==> src/rtl/tcl_pkg.sv <==
`timescale 1ns / 1ps
`default_nettype none
// ----------------------------------------------------------------------------
// Command line decoder package
// Word types of the two channels, the entry carried by the byte queue and the
// request codes shared by the decoder modules.
// ----------------------------------------------------------------------------
package tcl_pkg;

    // One byte of the command line.
    typedef struct packed {
        logic [7:0] char_code;
        logic       last_byte;
    } char_word_t;

    // One decoded request.
    typedef struct packed {
        logic [3:0]         request_type;
        logic signed [31:0] coord_x;
        logic signed [31:0] coord_y;
        logic signed [31:0] player_num;
        logic [30:0]        time_unit;
    } request_word_t;

    // Character classes found by the front end.
    typedef enum logic [2:0] {
        KIND_SPACE = 3'd0,
        KIND_DIGIT = 3'd1,
        KIND_MINUS = 3'd2,
        KIND_HASH  = 3'd3,
        KIND_OTHER = 3'd4
    } char_kind_t;

    // Entry of the queue between the front end and the parser.
    typedef struct packed {
        logic       has_char;   // clear for a CR or LF on the final byte
        logic       pre_bad;    // a held CR or LF counts as a stray character
        char_kind_t kind;
        logic [7:0] chr;
        logic       last;
    } queue_word_t;

    localparam logic [3:0] REQ_MSZ       = 4'd0;
    localparam logic [3:0] REQ_MCT       = 4'd1;
    localparam logic [3:0] REQ_TNA       = 4'd2;
    localparam logic [3:0] REQ_SGT       = 4'd3;
    localparam logic [3:0] REQ_BCT       = 4'd4;
    localparam logic [3:0] REQ_PPO       = 4'd5;
    localparam logic [3:0] REQ_PLV       = 4'd6;
    localparam logic [3:0] REQ_PIN       = 4'd7;
    localparam logic [3:0] REQ_SST       = 4'd8;
    localparam logic [3:0] REQ_BAD_PARAM = 4'd9;
    localparam logic [3:0] REQ_UNKNOWN   = 4'd10;

endpackage
`default_nettype wire

==> src/rtl/tcl_queue.sv <==
`timescale 1ns / 1ps
`default_nettype none
// ----------------------------------------------------------------------------
// Byte queue
// Small register FIFO between the classifying front end and the parser.
// ----------------------------------------------------------------------------
module tcl_queue #(
    parameter int DEPTH = 4
) (
    input  wire                   clk,
    input  wire                   rst_n,
    input  wire                   push,
    input  tcl_pkg::queue_word_t  push_word,
    output logic                  full,
    input  wire                   pop,
    output tcl_pkg::queue_word_t  pop_word,
    output logic                  not_empty
);
    localparam int AW = (DEPTH > 1) ? $clog2(DEPTH) : 1;
    localparam int CW = $clog2(DEPTH + 1);

    tcl_pkg::queue_word_t entry_reg [DEPTH];
    logic [AW-1:0] wr_ptr_reg, wr_ptr_next;
    logic [AW-1:0] rd_ptr_reg, rd_ptr_next;
    logic [CW-1:0] count_reg, count_next;

    assign full      = (count_reg == CW'(DEPTH));
    assign not_empty = (count_reg != '0);
    assign pop_word  = entry_reg[rd_ptr_reg];

    always_comb
    begin
        wr_ptr_next = wr_ptr_reg;
        rd_ptr_next = rd_ptr_reg;
        count_next  = count_reg;
        if (push)
        begin
            wr_ptr_next = (wr_ptr_reg == AW'(DEPTH - 1)) ? '0 : wr_ptr_reg + 1'b1;
        end
        if (pop)
        begin
            rd_ptr_next = (rd_ptr_reg == AW'(DEPTH - 1)) ? '0 : rd_ptr_reg + 1'b1;
        end
        if (push && !pop)
        begin
            count_next = count_reg + 1'b1;
        end
        else if (pop && !push)
        begin
            count_next = count_reg - 1'b1;
        end
    end

    always_ff @(posedge clk or negedge rst_n)
    begin
        if (!rst_n)
        begin
            wr_ptr_reg <= '0;
            rd_ptr_reg <= '0;
            count_reg  <= '0;
        end
        else
        begin
            wr_ptr_reg <= wr_ptr_next;
            rd_ptr_reg <= rd_ptr_next;
            count_reg  <= count_next;
        end
    end

    always_ff @(posedge clk)
    begin
        if (push)
        begin
            entry_reg[wr_ptr_reg] <= push_word;
        end
    end

endmodule
`default_nettype wire

==> config.mk <==
export PLATFORM = sky130hd
export DESIGN_NAME = tcl_queue
export DESIGN_NICKNAME = d
export VERILOG_FILES = /design/src/rtl/tcl_pkg.sv /design/src/rtl/tcl_queue.sv
export SDC_FILE = /design/constraint.sdc
export NUM_CORES = 1
export LEC_CHECK = 0
export BUFFER_PORTS_ARGS = -buffer_cell sky130_fd_sc_hd__buf_4
export CAP_MARGIN = 30
export CORE_ASPECT_RATIO = 1.4
export CORE_MARGIN = 10
export CORE_UTILIZATION = 60
export DETAILED_ROUTE_END_ITERATION = 7
export HOLD_SLACK_MARGIN = 0.03
export PLACE_DENSITY = 0.89
export REMOVE_ABC_BUFFERS = 1
export SKIP_CTS_REPAIR_TIMING = 1
export SLEW_MARGIN = 10
export SYNTH_ARGS = -nofsm -noshare
export SYNTH_HDL_FRONTEND = slang
export SYNTH_SLANG_ARGS = --single-unit
==> constraint.sdc <==
create_clock -name clk -period 4 [get_ports clk]
set_clock_uncertainty 0.05 [all_clocks]
set_input_delay 0.2 -clock clk [delete_from_list [all_inputs] [get_ports clk]]
set_output_delay 0.2 -clock clk [all_outputs]
set_load 0.005 [all_outputs]
---- Yosys cells after proc, flatten, opt, wreduce, memory -nomap -nowiden ----
Memories as Yosys holds them, arrays and structs flattened.
Cells that the tools add are included.
operators by class
  add/sub/neg operators ................... 4
  eq/ne operators ......................... 3
  multiplexer cells ....................... 6
  reduce and logical (&&, ||, !) cells .... 6
operators with widths
  cell                                              number
  two-way mux 3 bit                                 2
  adder 2 x 1 -> 2 bit, second input constant       2
  equality test 2 bit, second input constant        2
  two-way mux 2 bit                                 2
  adder 3 x 1 -> 3 bit, second input constant       1
  equality test 3 bit, second input constant        1
  nonzero test 3 bit                                1
  subtractor 3 x 1 -> 3 bit, second input constant  1
  logical AND 1 bit                                 2
  logical NOT 1 bit                                 2
  two-way mux 1 bit                                 2
  nonzero test 2 bit                                1
storage, ports and cells
  register bits ........................... 7
  bits in writable memories ............... 56
  output and inout port bits .............. 16
  word-level logic and storage cells ...... 23
  memories ................................ 1
memory list
  memory     depth  width  read ports  clocked after memory_dff  write ports  RTL line         text
  entry_reg  4      14     1           0                         1            tcl_queue.sv:22  tcl_pkg::queue_word_t entry_reg [DEPTH];

---- Longest topological paths before layout ----
Gate-level depths: netlist of the first run.
  depth in word-level cells ............... 4
  mapped depth ............................ 7
  mapped depth without buffers ............ 7

---- Worst setup path before layout of the first run ----
No wires, ideal clock.
  path kind ............................... reg2reg
  start point ............................. reg wr_ptr_reg[0]
  end point ............................... mem entry_reg[2][0] in the netlist's numbering (enable)
  setup time .............................. 0.366 ns
  arrival ................................. 1.005 ns
  slack ................................... 2.579 ns
  stages on the path, launching flop included .. 4
  buffers on the path ..................... 0
  path through ............................ dfrtp_1 inv_1 ha_1 and2_1
RTL lines
  item                    RTL line         text
  start, declared         tcl_queue.sv:23  logic [AW-1:0] wr_ptr_reg, wr_ptr_next;
  start signal, assigned  tcl_queue.sv:64  wr_ptr_reg <= wr_ptr_next;
  end, declared           tcl_queue.sv:22
No word-level cell before the write port.

==> impl_metrics.tcl, run 1 <==
set metrics [dict create \
    grt_pass1_vias 1258 \
    crit_fanout 17 \
    report.final.slew_viol_count 0 \
    drv_cap 0 \
    gp_congestion 0.619 \
    track_usage 0.121 \
    rows 27 \
    synth_ff_type "edfxtp_1" \
    synth_enable_flop_cells 56 \
    worst_pin_slew_ns 0.877 \
    timing.final.ws_setup_ns 1.70 \
    hold_viol_final 0 \
    cts_max_level 3 \
    critPathRequiredTime_ns 3.75 \
    ant_nets 0 \
    fmax_ghz 0.434 \
    dieWidth_um 74.2 \
    hpwlAfterDp_um 2850 \
    synth-async-reset-ratio 0.111 \
    root_buffer "clkbuf_8" \
    start_kind "flip-flop" \
    numPortBuffers 33 \
    antenna_found_initial 0 \
    final_nets 191 \
    multi_input_area_sq_um 561 \
    grt_max_degree 18 \
    min_period_ns 2.30 \
    holdCritPathClass "in2reg" \
    layout_worst_path_cycle_share 0.575 \
    largest_reg_flops 56 \
    p_leak_uw 0.00115 \
    critPathKind "reg2out" \
    rsz0062_at_grt "no" \
    core_area_sq_um 3950 \
    dieArea_sq_um 7120 \
    clk_pin_slew_ns 0.06 \
    finalSetupViolCount 0 \
    ir_worst_vdd_mv 0.504 \
    final_cell_area_sq_um 3070 \
    totalWireLength_um 4220 \
    avgSynthCellArea_sq_um 22.4 \
    wire_per_inst_um 19.7 \
    ys_warn_count 0 \
    dp_slack_ns 1.99 \
    synth_cells 110 \
    ys_ff_latch 63 \
    first_iter_violations 73 \
    dr_total_vias 1205 \
    placed_area_sq_um 2730 \
    cts_inserted_buffers 9 \
    cts_sinks 63 \
    die_y_um 95.9 \
    clk_latency_ns 0.32 \
    cts.path.max_buffers 2 \
    outcome "completed" \
    final.setup.tns_ns 0 \
    vias_per_cell 5.63 \
    io-pin-count 34 \
    cp-end-kind "output port" \
    register_area_sq_um 1860 \
    syn_area_sq_um 2470 \
    slew-limit-headroom 0.415 \
    cts_tree "yes" \
    drc 0 \
    drive_gt1_frac 0.333 \
    hold_ws_ns 0.0781 \
    n_antenna_cell 0 \
    p_per_area_nw_per_um2 651 \
    critPathArrivalTime_ns 2.05 \
    ys_types 19 \
    initial_core_util 0.625 \
    fillers 203 \
    grt.overflow.total 0 \
    yosysSeqAreaShare 0.752 \
    grt_pass1_wl_um 6280 \
    area.growth.synth_to_final_pct 24.5 \
    first_pass_iters 4 \
    fin_util 0.778 \
]
cells in the mapped netlist (2+ instances only):
cell type,number,share of area
mux4_1,6,0.064
and2_1,4,0.010
ha_1,6,0.030
nand2_1,2,0.0030
dfrtp_1,7,0.071
edfxtp_1,56,0.68
xor2_1,2,0.0071
mux2_2,3,0.014
nor2_1,3,0.0046
inv_1,4,0.0061
mux4_2,8,0.073
o21ai_0,2,0.0041
area by class of cell:
| type | count | area share |
|---|---|---|
| clock buffer | 16 | 0.0619 |
| inverter | 4 | 0.00488 |
| tap | 43 | 0.0175 |
| timing repair buffer | 48 | 0.129 |
| multi-input combinational | 40 | 0.182 |
| sequential | 63 | 0.604 |
metal layers:
layer | part of all wire | track usage
met4 | 0.010 | 0.0459
met5 | 0 | 0
met3 | 0.053 | 0.0505
met1 | 0.39 | 0.126
met2 | 0.55 | 0.212
cell usage in the layout, fill, tap and decap left out, types with 2 or more instances in the layout:
| cell | n |
|---|---|
| nor2_1 | 3 |
| dlygate4sd3_1 | 15 |
| mux4_2 | 8 |
| and2_1 | 4 |
| xor2_1 | 2 |
| dfrtp_1 | 7 |
| edfxtp_1 | 56 |
| o21ai_0 | 2 |
| clkbuf_8 | 13 |
| nand2_1 | 2 |
| mux2_2 | 3 |
| ha_1 | 6 |
| mux4_1 | 6 |
| inv_1 | 4 |
| buf_4 | 33 |
| clkbuf_1 | 3 |
logic make-up after synthesis:
group                      after synthesis  share of synthesized area
buffers and inverters                    7                     0.0208
xor gates and xnor gates                 3                     0.0106
muxes                                   17                      0.151
and+or+nand+nor                         11                     0.0233
adders and majority gates                7                     0.0385
DFF                                     63                      0.752
AOI/OAI and AO/OA                        2                    0.00405
path summary, 6_finish.rpt:
check | startpoint | to | slack (ns) | depth (start not counted)
setup / recovery | rd_ptr_reg[0] | pop_word[6] | 1.70 | 2
hold / removal | push | wr_ptr_reg[1] | 0.08 | 2
setup reg to reg | rd_ptr_reg[0] | rd_ptr_reg[0] | 2.27 | 3
hold reg to reg | count_reg[2] | count_reg[2] | 0.44 | 1
max in group asynchronous | rst_n | wr_ptr_reg[0] | 3.60 | 2
min in group asynchronous | rst_n | count_reg[0] | 0.18 | 2
worst max-delay path: stages (launching register included):
cell	delay [ns]
dfrtp_1	0.91
mux4_1	0.66
buf_4	0.15
per-stage QoR:
| step | cells | total power (uW) |
|---|---|---|
| 5_1_grt | 214 | 2110 |
| 3_3_place_gp | 183 | 1470 |
| 3_5_place_dp | 183 | 1520 |
| 2_1_floorplan | 107 | 1240 |
| 4_1_cts | 199 | 2020 |
| 6_report | 214 | 2000 |
power breakdown:
part | internal, uW | total, uW | switching [uW] | leakage (uW)
Sequential | 857 | 973 | 116 | 0.000597
Clock | 294 | 499 | 205 | 0.0000970
Combinational | 330 | 529 | 198 | 0.000454
Total | 1480 | 2000 | 520 | 0.00115
Note: power is estimated with default switching activity, not from simulation.
==> run 2, diff against run 1 <==
--- a/config.mk
+++ b/config.mk
@@ -5,14 +5,15 @@
 export SDC_FILE = /design/constraint.sdc
 export NUM_CORES = 1
 export LEC_CHECK = 0
+export ABC_AREA = 1
 export BUFFER_PORTS_ARGS = -buffer_cell sky130_fd_sc_hd__buf_4
 export CAP_MARGIN = 30
 export CORE_ASPECT_RATIO = 1.4
 export CORE_MARGIN = 10
-export CORE_UTILIZATION = 60
+export CORE_UTILIZATION = 51
 export DETAILED_ROUTE_END_ITERATION = 7
 export HOLD_SLACK_MARGIN = 0.03
-export PLACE_DENSITY = 0.89
+export PLACE_DENSITY = 0.8
 export REMOVE_ABC_BUFFERS = 1
 export SKIP_CTS_REPAIR_TIMING = 1
 export SLEW_MARGIN = 10
==> constraint.sdc (replaced) <==
create_clock -name clk -period 1.9 [get_ports clk]
set_clock_uncertainty 0.05 [all_clocks]
set_input_delay 0.095 -clock clk [delete_from_list [all_inputs] [get_ports clk]]
set_output_delay 0.095 -clock clk [all_outputs]
set_load 0.005 [all_outputs]
==> run 2 against run 1 <==
Clock-buffer cell count down 4. Area after synthesis up 7.6%. Worst hold slack worse by 0.0070 ns. Die area up 20%. First-iteration DRC count up 110%. Sequential share of layout area down 4.0 points. Sequential power up 99%. Via count up 41%. Utilization down 13 points. Synthesized cell count up 96%. Critical path type unchanged. Critical endpoint is now pop_word[13]. Largest cell class unchanged.
==> impl_metrics.tcl, run 2 <==
set metrics [dict create \
    critPathKind "reg2out" \
    syn_area_sq_um 2660 \
    yosys.area.top_type "edfxtp_1" \
    layout_commonest_cell "nand2_1" \
    slew-limit-headroom 0.622 \
    hold_viol_final 0 \
    synth_enable_flop_cells 56 \
    critPathArrivalTime_ns 1.53 \
    ir_worst_vdd_mv 0.975 \
    grt.overflow.total 0 \
    dieWidth_um 81.0 \
    synth_cells 216 \
    report.final.slew_viol_count 0 \
    hpwlAfterDp_um 3430 \
    start_kind "flip-flop" \
    synth-async-reset-ratio 0.111 \
    first_iter_violations 153 \
    finalSetupViolCount 0 \
    outcome "completed" \
    cts_max_level 3 \
    io-pin-count 34 \
    critPathRequiredTime_ns 1.75 \
    netlist_top_cells_area "edfxtp_1, nand2_1, o211ai_1" \
    cts_tree "yes" \
    holdCritPathClass "in2async" \
    final_cell_mix "nand2_1, edfxtp_1, inv_1" \
    first_pass_iters 4 \
    worst_pin_slew_ns 0.566 \
    ys_warn_count 0 \
    area.growth.synth_to_final_pct 24.1 \
    ant_nets 0 \
    drv_cap 0 \
    grt_pass1_wl_um 8130 \
    yosys-top-cells-count "nand2_1, edfxtp_1, inv_1" \
    rsz0062_at_grt "no" \
    track_usage 0.124 \
    crit_fanout 29 \
    avgSynthCellArea_sq_um 12.3 \
    antenna_found_initial 0 \
    drive_gt1_frac 0.179 \
    final.setup.tns_ns 0 \
    cts_inserted_buffers 9 \
    gp_congestion 0.716 \
    grt_max_degree 30 \
    fmax_ghz 0.598 \
    vias_per_cell 4.92 \
    synth.most_common_cell "nand2_1" \
    numPortBuffers 33 \
    largest_reg_flops 56 \
    n_antenna_cell 0 \
    switching_share 0.323 \
    grt_pass1_vias 1687 \
    layout_worst_path_cycle_share 0.880 \
    yosys.area.top_type_share 0.633 \
    dieArea_sq_um 8530 \
    netSwitchingPower_uw 1390 \
    cts_sinks 63 \
    root_buffer "clkbuf_8" \
    rows 31 \
    die_y_um 105 \
    wire_per_inst_um 14.9 \
    ys_types 17 \
    fin_util 0.643 \
    min_period_ns 1.67 \
    r2r_slack_ns 0.33 \
    power_uw 4300 \
    cts.path.max_buffers 2 \
    clkPwrFrac 0.210 \
    p_leak_uw 0.00142 \
    drc 0 \
    intPower_uw 2910 \
    totalWireLength_um 5130 \
    synth_ff_type "edfxtp_1" \
    yosysSeqAreaShare 0.699 \
    dr_total_vias 1699 \
    ys_ff_latch 63 \
    clk_pin_slew_ns 0.06 \
    p_seq_frac 0.451 \
    p_per_area_nw_per_um2 1300 \
    final_nets 300 \
    core_area_sq_um 5120 \
    initial_core_util 0.519 \
    cp-end-kind "output port" \
    p_comb_frac 0.339 \
    clk_latency_ns 0.32 \
]
## run 2: changes by cell type in the layout (fill, tap and decap cells not counted), sizes merged, moves of 3 or more
cell    previous run  this run
mux4              14         0
clkinv             0         3
nand2              2        59
and2               4         0
o211ai             0        28
clkbuf            16        12
mux2               3         0
buf               33        39
inv                4        41
## run 2: kinds of logic (layout without fill, tap and decap cells)
logic type | count (synthesis) | count (layout) | synth area share
fa+ha+maj | 7 | 7 | 0.0358
flops | 63 | 63 | 0.699
simple gates | 64 | 64 | 0.0924
xor+xnor | 1 | 1 | 0.00330
compound gates | 32 | 32 | 0.0867
buf+inv | 49 | 112 | 0.0825
## run 2: layout make-up
class,instances,area [sq um]
timing repair buffer,56,475
multi-input combinational,104,579
tap,66,82.6
inverter,41,154
fill,403,1830
sequential,63,1860
clock inverter,3,11.3
clock buffer,12,135
## run 2: power by group through the flow
stage | registers, uW | clock network [uW] | logic [uW]
2_1_floorplan | 1940 | 0 | 757
3_3_place_gp | 1950 | 0 | 1410
3_5_place_dp | 1970 | 0 | 1460
4_1_cts | 1940 | 917 | 1460
5_1_grt | 1970 | 981 | 1650
6_report | 1940 | 903 | 1450
## run 2: metrics by stage
| step | setup WS, ns | hold WS (ns) | std cells | cell area (sq um) |
|---|---|---|---|---|
| after floorplan | 0.551 | -0.251 | 208 | 2590 |
| after global placement | 0.404 | -0.136 | 313 | 2980 |
| after detailed placement | 0.334 | -0.135 | 313 | 2980 |
| after CTS | 0.184 | -0.486 | 328 | 3120 |
| after global routing | 0.104 | 0.0692 | 345 | 3290 |
| final | 0.228 | 0.0711 | 345 | 3290 |
## run 2: worst paths after layout
kind / from / endpoint / depth (start not counted)
setup / recovery: rd_ptr_reg[0] / pop_word[13] / 6
hold / removal: rst_n / count_reg[1] / 2
setup reg to reg: wr_ptr_reg[0] / entry_reg[0][8] / 4
hold reg to reg: count_reg[2] / count_reg[2] / 2
max in group asynchronous: rst_n / wr_ptr_reg[0] / 2
min in group clk: count_reg[2] / count_reg[2] / 2
## run 2: per-layer routing
metal / vias to the layer above / global-route usage / routed length [um]
li1: 852 / - / -
met4: 0 / 0.0769 / 104
met3: 10 / 0.0298 / 178
met2: 33 / 0.211 / 2780
met5: - / 0 / 0
met1: 804 / 0.132 / 2060
## run 2: critical path, stage by stage, from the launching register on
cell      delay (ns)
dfrtp_1         0.41
inv_2           0.07
buf_4           0.28
nand2_1         0.10
o211ai_1        0.12
nand2_1         0.08
buf_4           0.14
==> run 3, diff against run 2 <==
--- a/config.mk
+++ b/config.mk
@@ -10,10 +10,11 @@
 export CAP_MARGIN = 30
 export CORE_ASPECT_RATIO = 1.4
 export CORE_MARGIN = 10
-export CORE_UTILIZATION = 51
+export CORE_UTILIZATION = 54
+export CTS_BUF_LIST = sky130_fd_sc_hd__clkbuf_4 sky130_fd_sc_hd__clkbuf_8
 export DETAILED_ROUTE_END_ITERATION = 7
 export HOLD_SLACK_MARGIN = 0.03
-export PLACE_DENSITY = 0.8
+export PLACE_DENSITY = 0.84
 export REMOVE_ABC_BUFFERS = 1
 export SKIP_CTS_REPAIR_TIMING = 1
 export SLEW_MARGIN = 10
==> constraint.sdc (replaced) <==
create_clock -name clk -period 1.9 [get_ports clk]
set_clock_uncertainty 0.05 [all_clocks]
set_input_delay 0.19 -clock clk [delete_from_list [all_inputs] [get_ports clk]]
set_output_delay 0.19 -clock clk [all_outputs]
set_load 0.005 [all_outputs]
==> run 3 against run 2 <==
Critical path depth did not move. Setup slack worse by 0.069 ns. Sequential share of layout area is 1.1 points lower. Power grew 6.6%. Final cell count up 0.29%. Worst hold slack better by 0.0021 ns. Non-clock buffer count is 2 higher. Routed wire length down 2.0%. Critical endpoint unchanged.
==> impl_metrics.tcl, run 3 (synthesis results as in run 2) <==
set metrics [dict create \
    drv_cap 0 \
    critPathArrivalTime_ns 1.50 \
    final.setup.tns_ns 0 \
    antenna_found_initial 0 \
    dpl.cell_count 314 \
    worst_pin_slew_ns 0.307 \
    ir_worst_vdd_mv 1.06 \
    critPathRequiredTime_ns 1.66 \
    drive_gt1_frac 0.213 \
    cts.path.max_buffers 2 \
    core_area_sq_um 4800 \
    track_usage 0.131 \
    largest_reg_flops 56 \
    drc 0 \
    holdPathEnd "wr_ptr_reg[0]" \
    report.final.slew_viol_count 0 \
    final_nets 302 \
    dieArea_sq_um 8160 \
    dieWidth_um 79.3 \
    start_kind "flip-flop" \
    grt_pass1_wl_um 8110 \
    p_leak_uw 0.00147 \
    rsz0062_at_grt "no" \
    area.growth.synth_to_final_pct 26.6 \
    totalWireLength_um 5030 \
    initial_core_util 0.553 \
    cp-end-kind "output port" \
    root_buffer "clkbuf_8" \
    numPortBuffers 33 \
    slew-limit-headroom 0.795 \
    grt.overflow.total 0 \
    fmax_ghz 0.574 \
    timing.final.ws_setup_ns 0.158 \
    gp_congestion 0.730 \
    hold_viol_final 0 \
    fin_util 0.700 \
    layout_commonest_cell "nand2_1" \
    final_cell_area_sq_um 3360 \
    dp_slack_ns 0.439 \
    r2r_slack_ns 0.55 \
    crit_fanout 56 \
    timing.rr.end "count_reg[2]" \
    min_period_ns 1.74 \
    holdCritPathClass "in2reg" \
    hpwlAfterDp_um 3290 \
    r2r-start "count_reg[0]" \
    holdCritStartpoint "push" \
    clk_latency_ns 0.32 \
    final_cell_mix "nand2_1, edfxtp_1, buf_4" \
    critPathKind "reg2out" \
    rows 30 \
    vias_per_cell 4.89 \
    dr_total_vias 1693 \
    reg2regPathDepth 5 \
    outcome "completed" \
    cts_max_level 3 \
    grt_max_degree 57 \
    clk_pin_slew_ns 0.06 \
    cts_tree "yes" \
    ant_nets 0 \
    cts_sinks 63 \
    layout_worst_path_cycle_share 0.917 \
    io-pin-count 34 \
    die_y_um 103 \
    n_antenna_cell 0 \
    p_per_area_nw_per_um2 1360 \
    placed_area_sq_um 3000 \
    wire_per_inst_um 14.5 \
    cts_inserted_buffers 9 \
    stdcell_count 346 \
    first_iter_violations 77 \
    first_pass_iters 4 \
    finalSetupViolCount 0 \
    min_path_cells 2 \
    grt_pass1_vias 1745 \
]
-- run 3: changes by cell type in the layout (fill, tap and decap cells not counted), sizes merged --
cell         previous run  this run
dlygate4sd3            17        16
buf                    39        42
bufinv                  0         1
-- run 3: routing by layer --
metal	global-route usage	vias to the layer above	wire, um
li1	-	855	-
met1	0.142	797	2050
met2	0.222	32	2720
met3	0.0480	9	195
met4	0.0622	0	63
met5	0	-	0
-- run 3: how the worst max path moves through the flow --
stage | startpoint | endpoint | depth (start not counted)
CTS | rd_ptr_reg[0] | pop_word[13] | 6
global route | rd_ptr_reg[0] | pop_word[12] | 6
detailed placement | pop | count_reg[2] | 9
finish | rd_ptr_reg[0] | pop_word[13] | 6
floorplan | rd_ptr_reg[0] | pop_word[0] | 4
global placement | pop | count_reg[2] | 9
-- run 3: critical path, cell delays in order, from the launching register on --
cell and delay (ns):
dfrtp_1 0.40, inv_2 0.09, buf_12 0.23, nand2_1 0.10, o211ai_1 0.09, nand2_1 0.10
buf_4 0.14
-- run 3: layout make-up --
type,count,area (sq um)
clock buffer,12,159
clock inverter,4,45.0
fill,350,1440
inverter,41,154
multi-input combinational,104,579
sequential,63,1860
tap,64,80.1
timing repair buffer,58,488
-- run 3: power by group --
group / switching, uW / leakage (uW) / internal (uW)
sequential: 113 / 0.000599 / 1800
combinational: 841 / 0.000764 / 682
clock: 466 / 0.000110 / 685
total: 1420 / 0.00147 / 3160
-- run 3: stage by stage --
stage,hold WS (ns),power (uW)
after global placement,-0.0422,3390
after global routing,0.0764,4900
after detailed placement,-0.0430,3450
final,0.0731,4580
after CTS,-0.402,4610
after floorplan,-0.156,2690
