**src/rtl/tcl_pkg.sv**
```systemverilog
`timescale 1ns / 1ps
`default_nettype none
// ----------------------------------------------------------------------------
// Command line decoder package
// Word types of the two channels, the entry carried by the byte queue and the
// request codes shared by the decoder modules.
// ----------------------------------------------------------------------------
package tcl_pkg;

    // One byte of the command line.
    typedef struct packed {
        logic [7:0] char_code;
        logic       last_byte;
    } char_word_t;

    // One decoded request.
    typedef struct packed {
        logic [3:0]         request_type;
        logic signed [31:0] coord_x;
        logic signed [31:0] coord_y;
        logic signed [31:0] player_num;
        logic [30:0]        time_unit;
    } request_word_t;

    // Character classes found by the front end.
    typedef enum logic [2:0] {
        KIND_SPACE = 3'd0,
        KIND_DIGIT = 3'd1,
        KIND_MINUS = 3'd2,
        KIND_HASH  = 3'd3,
        KIND_OTHER = 3'd4
    } char_kind_t;

    // Entry of the queue between the front end and the parser.
    typedef struct packed {
        logic       has_char;   // clear for a CR or LF on the final byte
        logic       pre_bad;    // a held CR or LF counts as a stray character
        char_kind_t kind;
        logic [7:0] chr;
        logic       last;
    } queue_word_t;

    localparam logic [3:0] REQ_MSZ       = 4'd0;
    localparam logic [3:0] REQ_MCT       = 4'd1;
    localparam logic [3:0] REQ_TNA       = 4'd2;
    localparam logic [3:0] REQ_SGT       = 4'd3;
    localparam logic [3:0] REQ_BCT       = 4'd4;
    localparam logic [3:0] REQ_PPO       = 4'd5;
    localparam logic [3:0] REQ_PLV       = 4'd6;
    localparam logic [3:0] REQ_PIN       = 4'd7;
    localparam logic [3:0] REQ_SST       = 4'd8;
    localparam logic [3:0] REQ_BAD_PARAM = 4'd9;
    localparam logic [3:0] REQ_UNKNOWN   = 4'd10;

endpackage
`default_nettype wire

```
**src/rtl/tcl_stream_if.sv**
```systemverilog
`timescale 1ns / 1ps
`default_nettype none
// ----------------------------------------------------------------------------
// Stream channel
// Valid/ready channel carrying one word of the given type per handshake.
// ----------------------------------------------------------------------------
interface tcl_stream_if #(
    parameter type word_t = logic
);
    logic  valid;
    logic  ready;
    word_t payload;

    modport source (output valid, output payload, input ready);
    modport sink   (input valid, input payload, output ready);
endinterface
`default_nettype wire

```
**src/rtl/tcl_back.sv**
```systemverilog
`timescale 1ns / 1ps
`default_nettype none
// ----------------------------------------------------------------------------
// Command line parser
// Tracks tokens, matches the verb, accumulates decimal arguments and builds
// the request on the final byte into an output register.
// ----------------------------------------------------------------------------
module tcl_back (
    input  wire                   clk,
    input  wire                   rst_n,
    input  wire                   q_valid,
    input  tcl_pkg::queue_word_t  q_word,
    output logic                  q_pop,
    tcl_stream_if.source          request
);
    localparam int         NUM_VERBS = 9;
    localparam logic [3:0] NO_VERB   = 4'd15;
    // Verb spellings, index 0 in the low word.
    localparam logic [NUM_VERBS-1:0][23:0] VERB_WORDS =
        {"sst", "pin", "plv", "ppo", "bct", "sgt", "tna", "mct", "msz"};

    typedef struct packed {
        logic [1:0]           token_index;
        logic                 in_token;
        logic [NUM_VERBS-1:0] vmask;      // verbs still matching the first token
        logic [2:0]           vcount;
        logic [31:0]          mag;
        logic                 neg;
        logic                 digit_seen;
        logic                 invalid;
        logic [31:0]          first_val;
        logic                 first_ok;
    } parse_state_t;

    localparam parse_state_t PARSE_RESET = '{
        token_index: 2'd0, in_token: 1'b0, vmask: '1, vcount: 3'd0,
        mag: 32'd0, neg: 1'b0, digit_seen: 1'b0, invalid: 1'b0,
        first_val: 32'd0, first_ok: 1'b0};

    function automatic logic [7:0] verb_char(input logic [23:0] w, input logic [1:0] p);
        logic [7:0] r;
        case (p)
            2'd0:    r = w[23:16];
            2'd1:    r = w[15:8];
            default: r = w[7:0];
        endcase
        return r;
    endfunction

    function automatic logic [3:0] verb_code(input logic [NUM_VERBS-1:0] m);
        logic [3:0] r;
        r = NO_VERB;
        for (int j = NUM_VERBS - 1; j >= 0; j--)
        begin
            if (m[j])
            begin
                r = 4'(j);
            end
        end
        return r;
    endfunction

    function automatic logic arg_ok(input parse_state_t s);
        return s.digit_seen && !s.invalid && (s.neg || !s.mag[31]);
    endfunction

    function automatic logic [31:0] arg_value(input parse_state_t s);
        return s.neg ? (32'd0 - s.mag) : s.mag;
    endfunction

    function automatic parse_state_t end_token(input parse_state_t s);
        parse_state_t r;
        r = s;
        if (s.token_index == 2'd1)
        begin
            r.first_ok  = arg_ok(s);
            r.first_val = arg_value(s);
        end
        if (s.token_index != 2'd3)
        begin
            r.token_index = s.token_index + 2'd1;
        end
        r.in_token = 1'b0;
        return r;
    endfunction

    function automatic parse_state_t feed(input parse_state_t s, input tcl_pkg::char_kind_t kind,
                                          input logic [7:0] chr, input logic bad);
        parse_state_t r;
        logic         first;
        logic         hash_ok;
        logic [35:0]  sum;
        r       = s;
        first   = !s.in_token;
        // '#' is allowed only when the verb so far leads to ppo, plv or pin.
        hash_ok = (s.token_index == 2'd1) && (s.vmask[4:0] == '0) && (|s.vmask[7:5]);
        sum     = 36'({s.mag, 3'b000}) + 36'({s.mag, 1'b0}) + 36'(chr[3:0]);
        if (!bad && kind == tcl_pkg::KIND_SPACE)
        begin
            if (s.in_token)
            begin
                r = end_token(s);
            end
        end
        else
        begin
            if (first)
            begin
                r.in_token = 1'b1;
                if (s.token_index == 2'd1 || s.token_index == 2'd2)
                begin
                    r.mag        = '0;
                    r.neg        = 1'b0;
                    r.digit_seen = 1'b0;
                    r.invalid    = 1'b0;
                    sum          = 36'(chr[3:0]);
                end
            end
            if (s.token_index == 2'd0)
            begin
                if (!bad && s.vcount < 3'd3 && (s.vcount == 3'd0 || |s.vmask))
                begin
                    for (int j = 0; j < NUM_VERBS; j++)
                    begin
                        r.vmask[j] = (s.vcount == 3'd0 || s.vmask[j]) &&
                                     (verb_char(VERB_WORDS[j], s.vcount[1:0]) == chr);
                    end
                end
                else
                begin
                    r.vmask = '0;
                end
                if (s.vcount != 3'd4)
                begin
                    r.vcount = s.vcount + 3'd1;
                end
            end
            else if (s.token_index != 2'd3)
            begin
                if (bad)
                begin
                    r.invalid = 1'b1;
                end
                else
                begin
                    case (kind)
                        tcl_pkg::KIND_DIGIT:
                        begin
                            r.digit_seen = 1'b1;
                            if (!r.invalid)
                            begin
                                if (sum > 36'h080000000)
                                begin
                                    r.invalid = 1'b1;
                                end
                                else
                                begin
                                    r.mag = sum[31:0];
                                end
                            end
                        end
                        tcl_pkg::KIND_MINUS:
                        begin
                            if (!r.digit_seen && !r.neg)
                            begin
                                r.neg = 1'b1;
                            end
                            else
                            begin
                                r.invalid = 1'b1;
                            end
                        end
                        tcl_pkg::KIND_HASH:
                        begin
                            if (!(first && hash_ok))
                            begin
                                r.invalid = 1'b1;
                            end
                        end
                        default:
                        begin
                            r.invalid = 1'b1;
                        end
                    endcase
                end
            end
        end
        return r;
    endfunction

    function automatic tcl_pkg::request_word_t make_request(input parse_state_t s);
        tcl_pkg::request_word_t w;
        logic [3:0]             code;
        logic                   both;
        logic                   one;
        w    = '0;
        code = (s.vcount == 3'd3) ? verb_code(s.vmask) : NO_VERB;
        both = (s.token_index == 2'd3);
        one  = (s.token_index >= 2'd2);
        unique case (code) inside
            tcl_pkg::REQ_MSZ, tcl_pkg::REQ_MCT, tcl_pkg::REQ_TNA, tcl_pkg::REQ_SGT:
            begin
                w.request_type = code;
            end
            tcl_pkg::REQ_BCT:
            begin
                if (both && s.first_ok && arg_ok(s))
                begin
                    w.request_type = tcl_pkg::REQ_BCT;
                    w.coord_x      = s.first_val;
                    w.coord_y      = arg_value(s);
                end
                else
                begin
                    w.request_type = tcl_pkg::REQ_BAD_PARAM;
                    if (both && s.first_ok)
                    begin
                        w.coord_x = s.first_val;
                    end
                end
            end
            tcl_pkg::REQ_PPO, tcl_pkg::REQ_PLV, tcl_pkg::REQ_PIN:
            begin
                if (one && s.first_ok)
                begin
                    w.request_type = code;
                    w.player_num   = s.first_val;
                end
                else
                begin
                    w.request_type = tcl_pkg::REQ_BAD_PARAM;
                end
            end
            tcl_pkg::REQ_SST:
            begin
                if (one && s.first_ok && s.first_val != '0 && !s.first_val[31])
                begin
                    w.request_type = tcl_pkg::REQ_SST;
                    w.time_unit    = s.first_val[30:0];
                end
                else
                begin
                    w.request_type = tcl_pkg::REQ_BAD_PARAM;
                end
            end
            default:
            begin
                w.request_type = tcl_pkg::REQ_UNKNOWN;
            end
        endcase
        return w;
    endfunction

    parse_state_t           state_reg, state_next;
    parse_state_t           after_bad, after_char, closed;
    logic                   out_valid_reg, out_valid_next;
    tcl_pkg::request_word_t out_word_reg, out_word_next;

    assign request.valid   = out_valid_reg;
    assign request.payload = out_word_reg;

    // The final word of a line waits only while the output register holds a request that the sink is not taking.
    assign q_pop = q_valid && (!q_word.last || !out_valid_reg || request.ready);

    always_comb
    begin
        after_bad  = q_word.pre_bad ?
                     feed(state_reg, tcl_pkg::KIND_OTHER, 8'h00, 1'b1) : state_reg;
        after_char = q_word.has_char ?
                     feed(after_bad, q_word.kind, q_word.chr, 1'b0) : after_bad;
        closed     = after_char.in_token ? end_token(after_char) : after_char;

        state_next     = state_reg;
        out_valid_next = out_valid_reg && !request.ready;
        out_word_next  = out_word_reg;
        if (q_pop)
        begin
            if (q_word.last)
            begin
                state_next     = PARSE_RESET;
                out_valid_next = 1'b1;
                out_word_next  = make_request(closed);
            end
            else
            begin
                state_next = after_char;
            end
        end
    end

    always_ff @(posedge clk or negedge rst_n)
    begin
        if (!rst_n)
        begin
            state_reg     <= PARSE_RESET;
            out_valid_reg <= 1'b0;
        end
        else
        begin
            state_reg     <= state_next;
            out_valid_reg <= out_valid_next;
        end
    end

    always_ff @(posedge clk)
    begin
        out_word_reg <= out_word_next;
    end

endmodule
`default_nettype wire

```
**src/flat_wrapper.sv**
```systemverilog
// flat-port wrapper written by rule: the top's interface ports become plain ports
module tcl_back_flat 
  (clk, rst_n, q_valid, q_word, q_pop, request_valid, request_payload, request_ready);
  tcl_stream_if request_i ();
  input  wire clk;
  input  wire rst_n;
  input  wire q_valid;
  input  tcl_pkg::queue_word_t q_word;
  output logic q_pop;
  output wire logic [$bits(request_i.valid)-1:0] request_valid;
  output wire logic [$bits(request_i.payload)-1:0] request_payload;
  input wire logic [$bits(request_i.ready)-1:0] request_ready;
  assign request_valid = request_i.valid;
  assign request_payload = request_i.payload;
  assign request_i.ready = request_ready;
  tcl_back u_core (.clk(clk), .rst_n(rst_n), .q_valid(q_valid), .q_word(q_word), .q_pop(q_pop), .request(request_i));
endmodule
```
**config.mk**
```make
export PLATFORM = sky130hd
export DESIGN_NAME = tcl_back_flat
export DESIGN_NICKNAME = d
export VERILOG_FILES = /design/src/rtl/tcl_pkg.sv /design/src/rtl/tcl_stream_if.sv /design/src/rtl/tcl_back.sv /design/src/flat_wrapper.sv
export SDC_FILE = /design/constraint.sdc
export NUM_CORES = 1
export LEC_CHECK = 0
export BUFFER_PORTS_ARGS = -buffer_cell sky130_fd_sc_hd__buf_2
export CAP_MARGIN = 20
export CORE_AREA = 2 2 190 117
export DETAILED_ROUTE_END_ITERATION = 8
export DIE_AREA = 0 0 192 119
export REMOVE_ABC_BUFFERS = 1
export SETUP_SLACK_MARGIN = 0.2
export SYNTH_ARGS = -nofsm -noshare
export SYNTH_HDL_FRONTEND = slang
export SYNTH_SLANG_ARGS = --single-unit
export TNS_END_PERCENT = 50
```
**constraint.sdc**
```tcl
create_clock -name clk -period 5.95 [get_ports clk]
set_input_delay 0.8925 -clock clk [delete_from_list [all_inputs] [get_ports clk]]
set_output_delay 0.8925 -clock clk [all_outputs]
set_load 0.02 [all_outputs]
```
=== After elaboration in Yosys (flattened, before gate mapping) ===
Index checks and enable logic that the tools add are counted.

* Flip-flop bits (word level): 85
* Output and inout bits: 3
* Word-level logic and storage cells: 202

* Add/sub/neg operators: 8
* Order comparisons: 3
* Equality and inequality tests: 25
* Mux-type cells: 92
* Reductions and logical operators: 62

{| class="wikitable"
|+ Operator list
! operator !! count
|-
| $mux W83 || 4
|-
| $mux W35 || 7
|-
| $mux W8 || 27
|-
| $mux W32 || 5
|-
| $mux W36 || 3
|-
| $mux W33 || 3
|-
| $mux W81 || 1
|-
| $eq A8 B8 Y1 || 9
|-
| $pmux W5 S2 || 7
|-
| $sub A1 B32 Y32 const A || 2
|-
| $mux W48 || 1
|-
| $mux W4 || 11
|-
| $add A35 B33 Y36 || 1
|-
| $add A36 B4 Y36 || 1
|-
| $gt A36 B32 Y1 const B || 1
|-
| $reduce_bool A32 Y1 || 1
|-
| $mux W12 || 2
|-
| $logic_and A1 B1 Y1 || 23
|-
| $logic_or A1 B1 Y1 || 16
|-
| $mux W3 || 4
|-
| $logic_not A1 Y1 || 11
|-
| $mux W1 || 11
|-
| $eq A3 B2 Y1 const B || 3
|-
| $mux W9 || 1
|-
| 20 further kinds || 35
|}

=== Longest topological paths before layout ===
Gate-level depths: netlist of run 1.

* Depth in word-level cells: 39
* Gate-level depth with buffers: 28

=== Worst setup path after synthesis of run 1 ===
No wires, ideal clock.

* Kind: register -> register
* From: reg u_core.state_reg[81] in the netlist's numbering
* To: reg u_core.out_word_reg (netlist bit u_core.request.payload), data pin
* Library setup time: 0.180 ns
* Arrival time: 5.857 ns
* Data required time: 5.770 ns
* Path slack: -0.087 ns
* Cell stages (with the launch flop): 26
* Path through: dfrtp_1 > inv_1 > ha_1 > nor2b_1 > clkbuf_1 > nand2_1 > and2_1 > clkbuf_1 > fa_1 > inv_1 > fa_1 > nand2b_1 > a211o_1 > a2111o_1 > a21oi_1 > and3b_1 > a211o_1 > o31ai_4 > a31oi_4 > nor3_4 > mux2_2 > nand4_1 > nor4_1 > a31oi_1 > mux2i_1 > o41ai_2

* Cells in the longest elaborated chain, start to end: 30
* Elaborated cells on any way between the ends: 171
* Those cells by class: add/sub (7); order compare (3); eq/ne (21); mux (88); reduce/logical (52)

{| class="wikitable"
|+ Ends and longest elaborated chain
! item !! line !! RTL
|-
| start: declaration || tcl_back.sv:254 || <nowiki>parse_state_t state_reg, state_next;</nowiki>
|-
| start signal: assignment || tcl_back.sv:300 || <nowiki>state_reg <= state_next;</nowiki>
|-
| branches (longest 14 deep; another with $add A35 B33 Y36) || n/a ||
|-
| $mux W83 * || tcl_back.sv:269 || <nowiki>after_char = q_word.has_char ?</nowiki>
|-
| $mux W83 * || tcl_back.sv:271 || <nowiki>closed = after_char.in_token ? end_token(after_char) : after_char;</nowiki>
|-
| $mux W3 || tcl_back.sv:55 || <nowiki>if (m[j])</nowiki>
|-
| $mux W4 (8 in a row) || tcl_back.sv:55 ||
|-
| $mux W4 || tcl_back.sv:278 || <nowiki>if (q_word.last)</nowiki>
|-
| $mux W4 || tcl_back.sv:276 || <nowiki>if (q_pop)</nowiki>
|-
| $mux W4 || tcl_back.sv:197 || <nowiki>code = (s.vcount == 3'd3) ? verb_code(s.vmask) : NO_VERB;</nowiki>
|-
| $eq A4 B4 Y1 || tcl_back.sv:282 || <nowiki>out_word_next = make_request(closed);</nowiki>
|-
| $reduce_and A2 Y1 (no line) || n/a ||
|-
| end signal: assignment || tcl_back.sv:307 || <nowiki>out_word_reg <= out_word_next;</nowiki>
|-
| end: declaration || tcl_back.sv:257 || <nowiki>tcl_pkg::request_word_t out_word_reg, out_word_next;</nowiki>
|}

Every way passes the cells marked *. The select of a mux whose other input is x is not followed.
A chain may end at the register's enable or synchronous reset.

=== Worst setup path in the final report of run 1 ===
Ends and elaborated chain as after synthesis.

==> results of run 1 <==
[worst max-delay path, stage by stage (launching register included)]
cell and delay, ps:
dfrtp_1 350, inv_1 80, ha_4 270, nor2b_4 170, nand2_4 100, buf_12 150, and2_4 160, fa_1 520
inv_2 50, fa_2 330, nand2b_4 150, a211o_1 330, buf_4 160, a211o_4 370, a21boi_2 230, o21ai_0 130
a2bb2oi_1 270, buf_4 160, nand3_1 110, a21oi_2 310, and3_4 310, a211o_4 160, o41ai_4 110, a2111oi_4 370
a31oi_1 150, mux2i_1 190, o41ai_2 90
[through the flow]
stage          utilization (%)  setup TNS [ps]  instances
6_report                 48.64          -84.94       1517
3_5_place_dp             44.00          -848.4       1485
3_3_place_gp             44.00          -733.9       1485
5_1_grt                  48.64          -305.3       1517
4_1_cts                  47.98               0       1513
2_1_floorplan                -          -799.3        948
[worst paths after layout]
path / slack, ps / to
worst max-delay path: -80 / u_core.request.payload
worst min-delay path: 500 / u_core.state_reg[32]
worst max register to register: -80 / u_core.request.payload
worst min register to register: 500 / u_core.state_reg[32]
max in group asynchronous: 4730 / u_core.state_reg[48]
min in group asynchronous: 720 / u_core.request.valid
[timing repair]
item,in CTS,in global routing
pin swaps,39,12
endpoints found under the hold margin,0,0
setup buffers,19,4
gates cloned,1,0
hold buffers,0,0
gates resized for setup,90,22
endpoints found under the setup margin,13,8
[layer usage]
layer / track usage, % / wire length [microns]
met4: 2.863 / 294
met3: 10.29 / 4222
met5: 0 / 0
met2: 32.94 / 11140
met1: 43.51 / 15170
[Yosys cell counts, types with 11 or more instances]
library cell    n  area [sq um]
nand2_1       131         491.7
a21oi_1        90         450.4
nor2_1         75         281.5
ha_1           72         900.9
o21ai_0        70         350.3
clkbuf_1       45         168.9
dfrtp_1        45          1126
and2_1         39         244.0
nand3_1        30         150.1
nor3_1         29         145.1
inv_1          24         90.09
a21o_1         18         135.1
nand4_1        17         106.4
nor4_1         15         93.84
o211ai_1       15         112.6
a22o_1         12         105.1
nor2b_1        12         75.07
and3_1         11         68.82
[final cells by class]
class | count | share of cell area (%)
Clock buffer | 6 | 1.440
Clock inverter | 2 | 0.1680
Timing Repair Buffer | 275 | 19.93
Tap cell | 286 | 3.431
Multi-Input combinational cell | 869 | 60.82
Inverter | 24 | 0.8638
Sequential cell | 55 | 13.35
[power by group through the flow]
stage | combinational, uW | sequential [uW] | clock (uW)
2_1_floorplan | 405 | 434 | 0
3_3_place_gp | 655 | 443 | 0
3_5_place_dp | 661 | 443 | 0
4_1_cts | 708 | 437 | 337
5_1_grt | 802 | 443 | 354
6_report | 740 | 439 | 335
[logic make-up after synthesis]
| kind of cell | share of synthesized area, % |
|---|---|
| and+or+nand+nor | 28.28 |
| AOI/OAI and AO/OA | 31.78 |
| buffers and inverters | 4.552 |
| adders and majority gates | 12.58 |
| DFF | 18.62 |
| xor gates and xnor gates | 2.343 |
| muxes | 1.841 |
==> flow_summary.toml, run 1 <==
[run_status]
status = "finished, violations left"
violations = "setup timing"

[cells_and_area]
layout_commonest_cell = "buf_4"
num-nets-final = 1322
seqCellArea_sq_um = 1393
n_antenna_cell = 0
final_cell_mix = "247 x buf_4, 128 x nand2_1, 78 x a21oi_1"
largest_register_ffs = 53
finalInstanceArea_sq_um = 10430
final.fill_count = 2096
final_layout_size_suffix_gt1_share_pct = 33.06
area_growth_pct = 39.48
multi_input_area_sq_um = 6342

[min_path]
holdCritPathClass = "flop to flop"
min-delay-start = "u_core.state_reg[32]"
whs_path_depth = 2

[sta]
maxSlewHeadroom_pct = 21.46
worst_pin_slew_ps = 1168
finalSetupViolCount = 1
clock_skew_ps = 9.628
fmax_mhz = 165.7
fin_hold_ws_ps = 503.9
finalHoldViolCount = 0
worst_slack_ps = -84.94
maxSlewViolCount = 0
timing.final.crit_share_pct = 101.4
min_period_ps = 6035
rsz0062_at_grt = "true"

[grt]
grt_usage_pct = 26.86
grt_max_degree = 55
grt_pass1_vias = 8212
grt_overflow = 0
antenna_found_initial = 0
grt_pass1_wl_mm = 47.43

[die]
die_x_microns = 192
io-pin-count = 21
die_h_microns = 119
die-area_sq_um = 22850
core_area_sq_um = 21440
initial_core_util_pct = 34.87
row_count = 42

[place]
port_buffers = 20
hpwlAfterDp_mm = 23.95
gp_congestion = 0.9996
postPlaceCellArea_sq_um = 9434
place_ws_ps = -798.7

[worst_setup_path]
critical_path.max_fanout = 7
reg2reg_depth = 26
critPathLaunchType = "flop"
crit_path_start = "u_core.state_reg[81]"
crit_arrival_ps = 6090
critPathRequiredTime_ps = 6010
crit_path_end_kind = "flop"
criticalPathCategory = "flop to flop"
r2r-start = "u_core.state_reg[81]"

[logic_synthesis]
synth-seq-area-share_pct = 18.62
synth_edf_count = 1
synth.distinct_cells = 95
synth-main-ff-cell = "dfrtp_1"
syn-cell-area_sq_um = 7477
avgSynthCellArea_sq_um = 7.425
async_flop_share_pct = 98.18
synthCells = 1007
synth-seq-cells = 55
yosysWarnings = 0

[power]
power_density_nw_per_um2 = 145.2
p_int_uw = 906.5
p_switching_uw = 608.2
p_leak_uw = 0.004662
p_clk_share_pct = 22.1
seq_power_share_pct = 29.0
combPwrFrac_pct = 48.9
vdd_ir_drop_max_mv = 0.1482
power_uw = 1515
p_sw_share_pct = 40.16

[drt]
num_vias = 9013
antenna_left = 0
first_pass_iters = 5
via_per_inst = 5.941
drt_iter0_drc = 1240
wl_per_cell_microns = 20.32
totalWireLength_mm = 30.83
drc_errors = 0

[clock_network]
path_clk_slew_ps = 80
root_buffer = "clkbuf_16"
cts_tree = "done"
ctsHtreeMaxLevel = 2
cts.sinks = 55
clkLatencyLatePin_ps = 300
clk_path_buf_depth = 2
cts_made_buffers = 5

[job]
maxCapViolCount = 0
No activity file was read; power rests on OpenSTA's default activity.
==> run 2, diff against run 1 <==
--- a/config.mk
+++ b/config.mk
@@ -8,6 +8,7 @@
 export BUFFER_PORTS_ARGS = -buffer_cell sky130_fd_sc_hd__buf_2
 export CAP_MARGIN = 20
 export CORE_AREA = 2 2 190 117
+export CTS_BUF_LIST = sky130_fd_sc_hd__clkbuf_8
 export DETAILED_ROUTE_END_ITERATION = 8
 export DIE_AREA = 0 0 192 119
 export REMOVE_ABC_BUFFERS = 1
==> run 2 against run 1 <==
Effect of this change: count of clock-buffer cells in the layout decreased by 1; wire length shrank 1.4%; fmax is 0.50% higher; non-clock buffer count rose by 4; the flow still finishes with violations (setup timing); total power shrank 4.4%; final area shrank 1.6%.
==> flow_summary.toml, run 2 (same netlist as run 1, synthesis figures left out) <==
[run_status]
status = "finished, violations left"
violations = "setup timing"

[grt]
grt_overflow = 0
grt_pass1_wl_mm = 47.01
grt_max_degree = 55
antenna_found_initial = 0
groute.layer.met2.usage_pct = 32.45
met3_usage_pct = 9.048
use_met1_pct = 43.89
busiest_layer = "met1"
grt_pass1_vias = 8127
grt_usage_pct = 26.48

[die]
die-area_sq_um = 22850
io-pin-count = 21
row_count = 42
die_h_microns = 119
initial_core_util_pct = 34.87
core_area_sq_um = 21440
die_x_microns = 192

[place]
hpwlAfterDp_mm = 23.95
gp_congestion = 0.9996
port_buffers = 20
place_ws_ps = -798.7

[sta]
min_period_ps = 6005
rsz0062_at_grt = "true"
clock_skew_ps = 16.93
finalHoldViolCount = 0
worst_pin_slew_ps = 1254
maxSlewHeadroom_pct = 15.71
maxSlewViolCount = 0
worst_slack_ps = -54.75
setup_tns_ps = -54.75
finalSetupViolCount = 1
fmax_mhz = 166.5
timing.final.crit_share_pct = 100.9

[job]
maxCapViolCount = 0

[worst_setup_path]
critical_path.max_fanout = 13
path_delay_family = "compound AO/OA/AOI/OAI gates"
cp_num_buf_inv = 6
crit_path_top_delay_cell = "a2111o_1"
critPathRequiredTime_ps = 6040
crit_arrival_ps = 6090
critPathLaunchType = "flop"
crit_path_end_kind = "flop"
criticalPathCategory = "flop to flop"
crit_top_cell = "buf_4"
crit_path_max_incr_delay_ps = 520

[clock_network]
path_clk_slew_ps = 110
clkLatencyLatePin_ps = 330
cts_hold_buffers = 0
cts.sinks = 55
clk_path_buf_depth = 2
cts_tree = "done"
ctsHtreeMaxLevel = 2
root_buffer = "clkbuf_8"
cts_made_buffers = 5

[drt]
num_vias = 9008
drt_iter0_drc = 1165
drc_errors = 0
totalWireLength_mm = 30.41
wl_per_cell_microns = 19.99
first_pass_iters = 6
via_per_inst = 5.922
antenna_left = 0

[power]
power_uw = 1447
vdd_ir_drop_max_mv = 0.1058
power_density_nw_per_um2 = 141.1
p_leak_uw = 0.004638

[cells_and_area]
final_cell_mix = "255 x buf_4, 129 x nand2_1, 82 x a21oi_1"
layout_commonest_cell = "buf_4"
area_growth_pct = 37.20
n_antenna_cell = 0
num-nets-final = 1326
final_layout_size_suffix_gt1_share_pct = 32.39
largest_register_ffs = 53

[min_path]
holdCritPathClass = "flop to flop"
[run 2: path summary, 6_finish.rpt]
| kind | start | to | slack [ps] | cells after the start |
|---|---|---|---|---|
| max | u_core.state_reg[82] | u_core.request.payload | -50 | 27 |
| min in group asynchronous | rst_n | u_core.state_reg[35] | 680 | 2 |
| min reg2reg | u_core.state_reg[32] | u_core.state_reg[32] | 510 | 2 |
| max reg2reg | u_core.state_reg[82] | u_core.request.payload | -50 | 27 |
| max in group asynchronous | rst_n | u_core.state_reg[54] | 4770 | 2 |
| min | u_core.state_reg[32] | u_core.state_reg[32] | 510 | 2 |
[run 2: area by class of cell]
cell class                 instances  area (sq um)
fill                            2131         11180
multi-input combinational        869          6233
timing repair buffer             279          2068
sequential                        55          1393
tap                              286         357.8
inverter                          24         90.09
clock buffer                       5         68.82
clock inverter                     3         47.55
[run 2: metrics by stage]
stage / util (%) / instance area, sq um / std cells / hold slack [ps]
final: 47.85 / 10260 / 1521 / 509.5
after global routing: 47.85 / 10260 / 1521 / 517.1
after CTS: 46.57 / 9985 / 1510 / 508.5
after detailed placement: 44.00 / 9434 / 1485 / 482.3
after global placement: 44.00 / 9434 / 1485 / 469.2
after floorplan: - / 7227 / 948 / 450.2
[run 2: where the power goes]
group / switching [uW] / total (uW) / internal, uW
combinational: 427 / 738 / 311
sequential: 28.8 / 438 / 410
clock: 143 / 271 / 128
[run 2: what timing repair did]
item / in CTS / in global routing
resized for setup: 53 / 36
setup endpoints to repair: 13 / 12
pin swaps: 29 / 21
cloned: 0 / 0
buffers inserted: 17 / 11
[run 2: per-layer routing]
metal	wire length, microns	share of wire, %	up-vias
met4	161	0.53	0
met3	3867	13	20
met1	15380	51	4315
li1	-	-	4226
met2	11000	36	447
met5	0	0	-
[run 2: worst register-to-register path, stage by stage, from the launching register on]
cell and delay, ps:
dfrtp_1 380, inv_2 60, ha_4 270, nor2b_4 150
nand2_2 70, buf_12 150, and2_4 160, fa_1 470
buf_4 160, ha_1 280, a21o_1 110, a21oi_1 90
buf_4 160, o41a_1 360, a21boi_4 250, o2111ai_2 120
a2111o_1 520, a41oi_4 340, buf_6 160, o31ai_4 70
a31o_4 270, buf_4 140, o211ai_1 70, o211ai_1 190
nor4_2 340, a31oi_1 130, mux2i_1 200, o41ai_2 90
==> run 3, diff against run 2 <==
--- a/config.mk
+++ b/config.mk
@@ -7,12 +7,14 @@
 export LEC_CHECK = 0
 export BUFFER_PORTS_ARGS = -buffer_cell sky130_fd_sc_hd__buf_2
 export CAP_MARGIN = 20
-export CORE_AREA = 2 2 190 117
+export CORE_AREA = 2 2 207 128
 export CTS_BUF_LIST = sky130_fd_sc_hd__clkbuf_8
 export DETAILED_ROUTE_END_ITERATION = 8
-export DIE_AREA = 0 0 192 119
+export DIE_AREA = 0 0 209 130
+export HOLD_SLACK_MARGIN = 0.08
 export REMOVE_ABC_BUFFERS = 1
 export SETUP_SLACK_MARGIN = 0.2
+export SLEW_MARGIN = 5
 export SYNTH_ARGS = -nofsm -noshare
 export SYNTH_HDL_FRONTEND = slang
 export SYNTH_SLANG_ARGS = --single-unit
==> run 3 against run 2 <==
Effect of this change: the run now ends clean; flip-flop and latch count is the same; worst hold slack gained 1.6 ps; sequential share of layout area grew 0.15 points; register-to-register slack gained 170 ps; wire length grew 0.39%; cell count grew 4.5%; fmax grew 3.0%; clock power shrank 17%; critical path depth grew 1; clock skew shrank 4.9 ps.
==> flow_summary.toml, run 3 (same netlist as run 1, synthesis figures left out) <==
[run_status]
status = "finished clean"

[drt]
num_vias = 8966
drt_iter0_drc = 993
via_per_inst = 5.643
wl_per_cell_microns = 19.21
drc_errors = 0
totalWireLength_mm = 30.53
antenna_left = 0
first_pass_iters = 5

[sta]
worst_slack_ps = 119.0
maxSlewViolCount = 0
finalHoldViolCount = 0
worst_pin_slew_ps = 857.4
min_period_ps = 5831
timing.final.crit_share_pct = 98.00
rsz0062_at_grt = "true"
fmax_mhz = 171.5
finalSetupViolCount = 0
maxSlewHeadroom_pct = 42.06
clock_skew_ps = 12.05
setup_tns_ps = 0

[worst_setup_path]
criticalPathCategory = "flop to flop"
critPathLaunchType = "flop"
crit_path_max_incr_delay_ps = 520
critical_path.max_fanout = 5
crit_path_top_delay_cell = "fa_1"
critPathRequiredTime_ps = 6030
crit_arrival_ps = 5910
crit_path_end_kind = "flop"
crit_top_cell = "buf_4"

[die]
die-area_sq_um = 27170
die_h_microns = 130
initial_core_util_pct = 29.19
die_x_microns = 209
io-pin-count = 21
core_area_sq_um = 25610
row_count = 46

[clock_network]
clk_path_buf_depth = 2
path_clk_slew_ps = 100
cts_made_buffers = 5
ctsHtreeMaxLevel = 2
root_buffer = "clkbuf_8"
cts_tree = "done"
clkLatencyLatePin_ps = 330
cts.sinks = 55
cts_hold_buffers = 0

[grt]
grt_pass1_wl_mm = 47.20
antenna_found_initial = 3
grt_usage_pct = 22.14
grt_overflow = 0
grt_pass1_vias = 8261
grt_max_degree = 55

[cells_and_area]
num-nets-final = 1339
final_cell_mix = "268 x buf_4, 129 x nand2_1, 85 x a21oi_1"
layout_commonest_cell = "buf_4"
area_growth_pct = 35.74
final_layout_size_suffix_gt1_share_pct = 30.85
stdcell_count = 1589
largest_register_ffs = 53
final.fill_count = 2586
final_util_pct = 39.63

[place]
place_ws_ps = -418.8
gp_congestion = 1.023
dp_cells = 1558
hpwlAfterDp_mm = 24.59
port_buffers = 20

[power]
power_density_nw_per_um2 = 136.8
vdd_ir_drop_max_mv = 0.08065
p_leak_uw = 0.004675

[job]
maxCapViolCount = 0

[min_path]
holdCritPathClass = "flop to flop"
==> run 3: changes by cell type in the layout (fill, tap and decap cells not counted), moves of 3 or more <==
cell | before | now
buf_4 | 255 | 268
diode_2 | 0 | 5
ha_4 | 9 | 2
nor2_1 | 71 | 74
nor2_2 | 4 | 1
ha_1 | 62 | 68
a21oi_1 | 82 | 85
a21oi_2 | 10 | 5
==> run 3: metrics by stage <==
| step | hold slack, ps | instance area, sq um | power [uW] |
|---|---|---|---|
| global route | 534.6 | 10140 | 1470 |
| global placement | 477.9 | 9657 | 1112 |
| floorplan | 450.2 | 7227 | 838.7 |
| finish | 511.2 | 10150 | 1389 |
| CTS | 511.2 | 10120 | 1366 |
| detailed placement | 489.4 | 9657 | 1123 |
==> run 3: metal layers <==
layer / global-route usage [%] / share of wire (%) / routed length (microns) / vias to the layer above
met5: 0 / 0 / 0 / -
met4: 3.193 / 1.5 / 467 / 0
met3: 6.017 / 12 / 3631 / 51
met2: 29.33 / 36 / 10930 / 443
met1: 35.09 / 51 / 15490 / 4208
li1: - / - / - / 4264
==> run 3: timing repair <==
item                                   in CTS  in global routing
setup endpoints to repair                   6                  4
cloned                                      1                  0
endpoints found under the hold margin       0                  0
pin swaps                                  39                  2
resized for setup                          50                  2
buffers inserted                           16                  1
==> run 3: power breakdown <==
group | internal (uW) | switching [uW] | total [uW]
Sequential | 410 | 32.0 | 442
Clock | 93.4 | 131 | 224
Combinational | 303 | 420 | 723
==> run 3: path summary, 6_finish.rpt <==
kind / start / to / slack [ps] / depth (start not counted)
max: u_core.state_reg[82] / u_core.request.payload / 120 / 28
min: u_core.state_reg[32] / u_core.state_reg[32] / 510 / 2
max reg2reg: u_core.state_reg[82] / u_core.request.payload / 120 / 28
min reg2reg: u_core.state_reg[32] / u_core.state_reg[32] / 510 / 2
max in group asynchronous: rst_n / u_core.state_reg[48] / 4760 / 2
min in group asynchronous: rst_n / u_core.state_reg[59] / 690 / 2
==> run 3: layout make-up <==
class                           instances  area, sq um  area share (%)
Antenna cell                            5        12.51          0.1233
Clock buffer                            6        82.58          0.8136
Clock inverter                          2        11.26          0.1109
Inverter                               24        90.09          0.8876
Multi-Input combinational cell        869         5989           59.01
Sequential cell                        55         1393           13.72
Tap cell                              336        420.4           4.142
Timing Repair Buffer                  292         2151           21.19
==> run 3: worst max-delay path, delay by kind of cell (launching register included) <==
| family | cells | cell delay (ps) |
|---|---|---|
| simple gates | 4 | 570 |
| mux | 1 | 170 |
| flops | 1 | 370 |
| compound gates | 13 | 2530 |
| buf+inv | 7 | 900 |
| fa+ha+maj | 3 | 1030 |
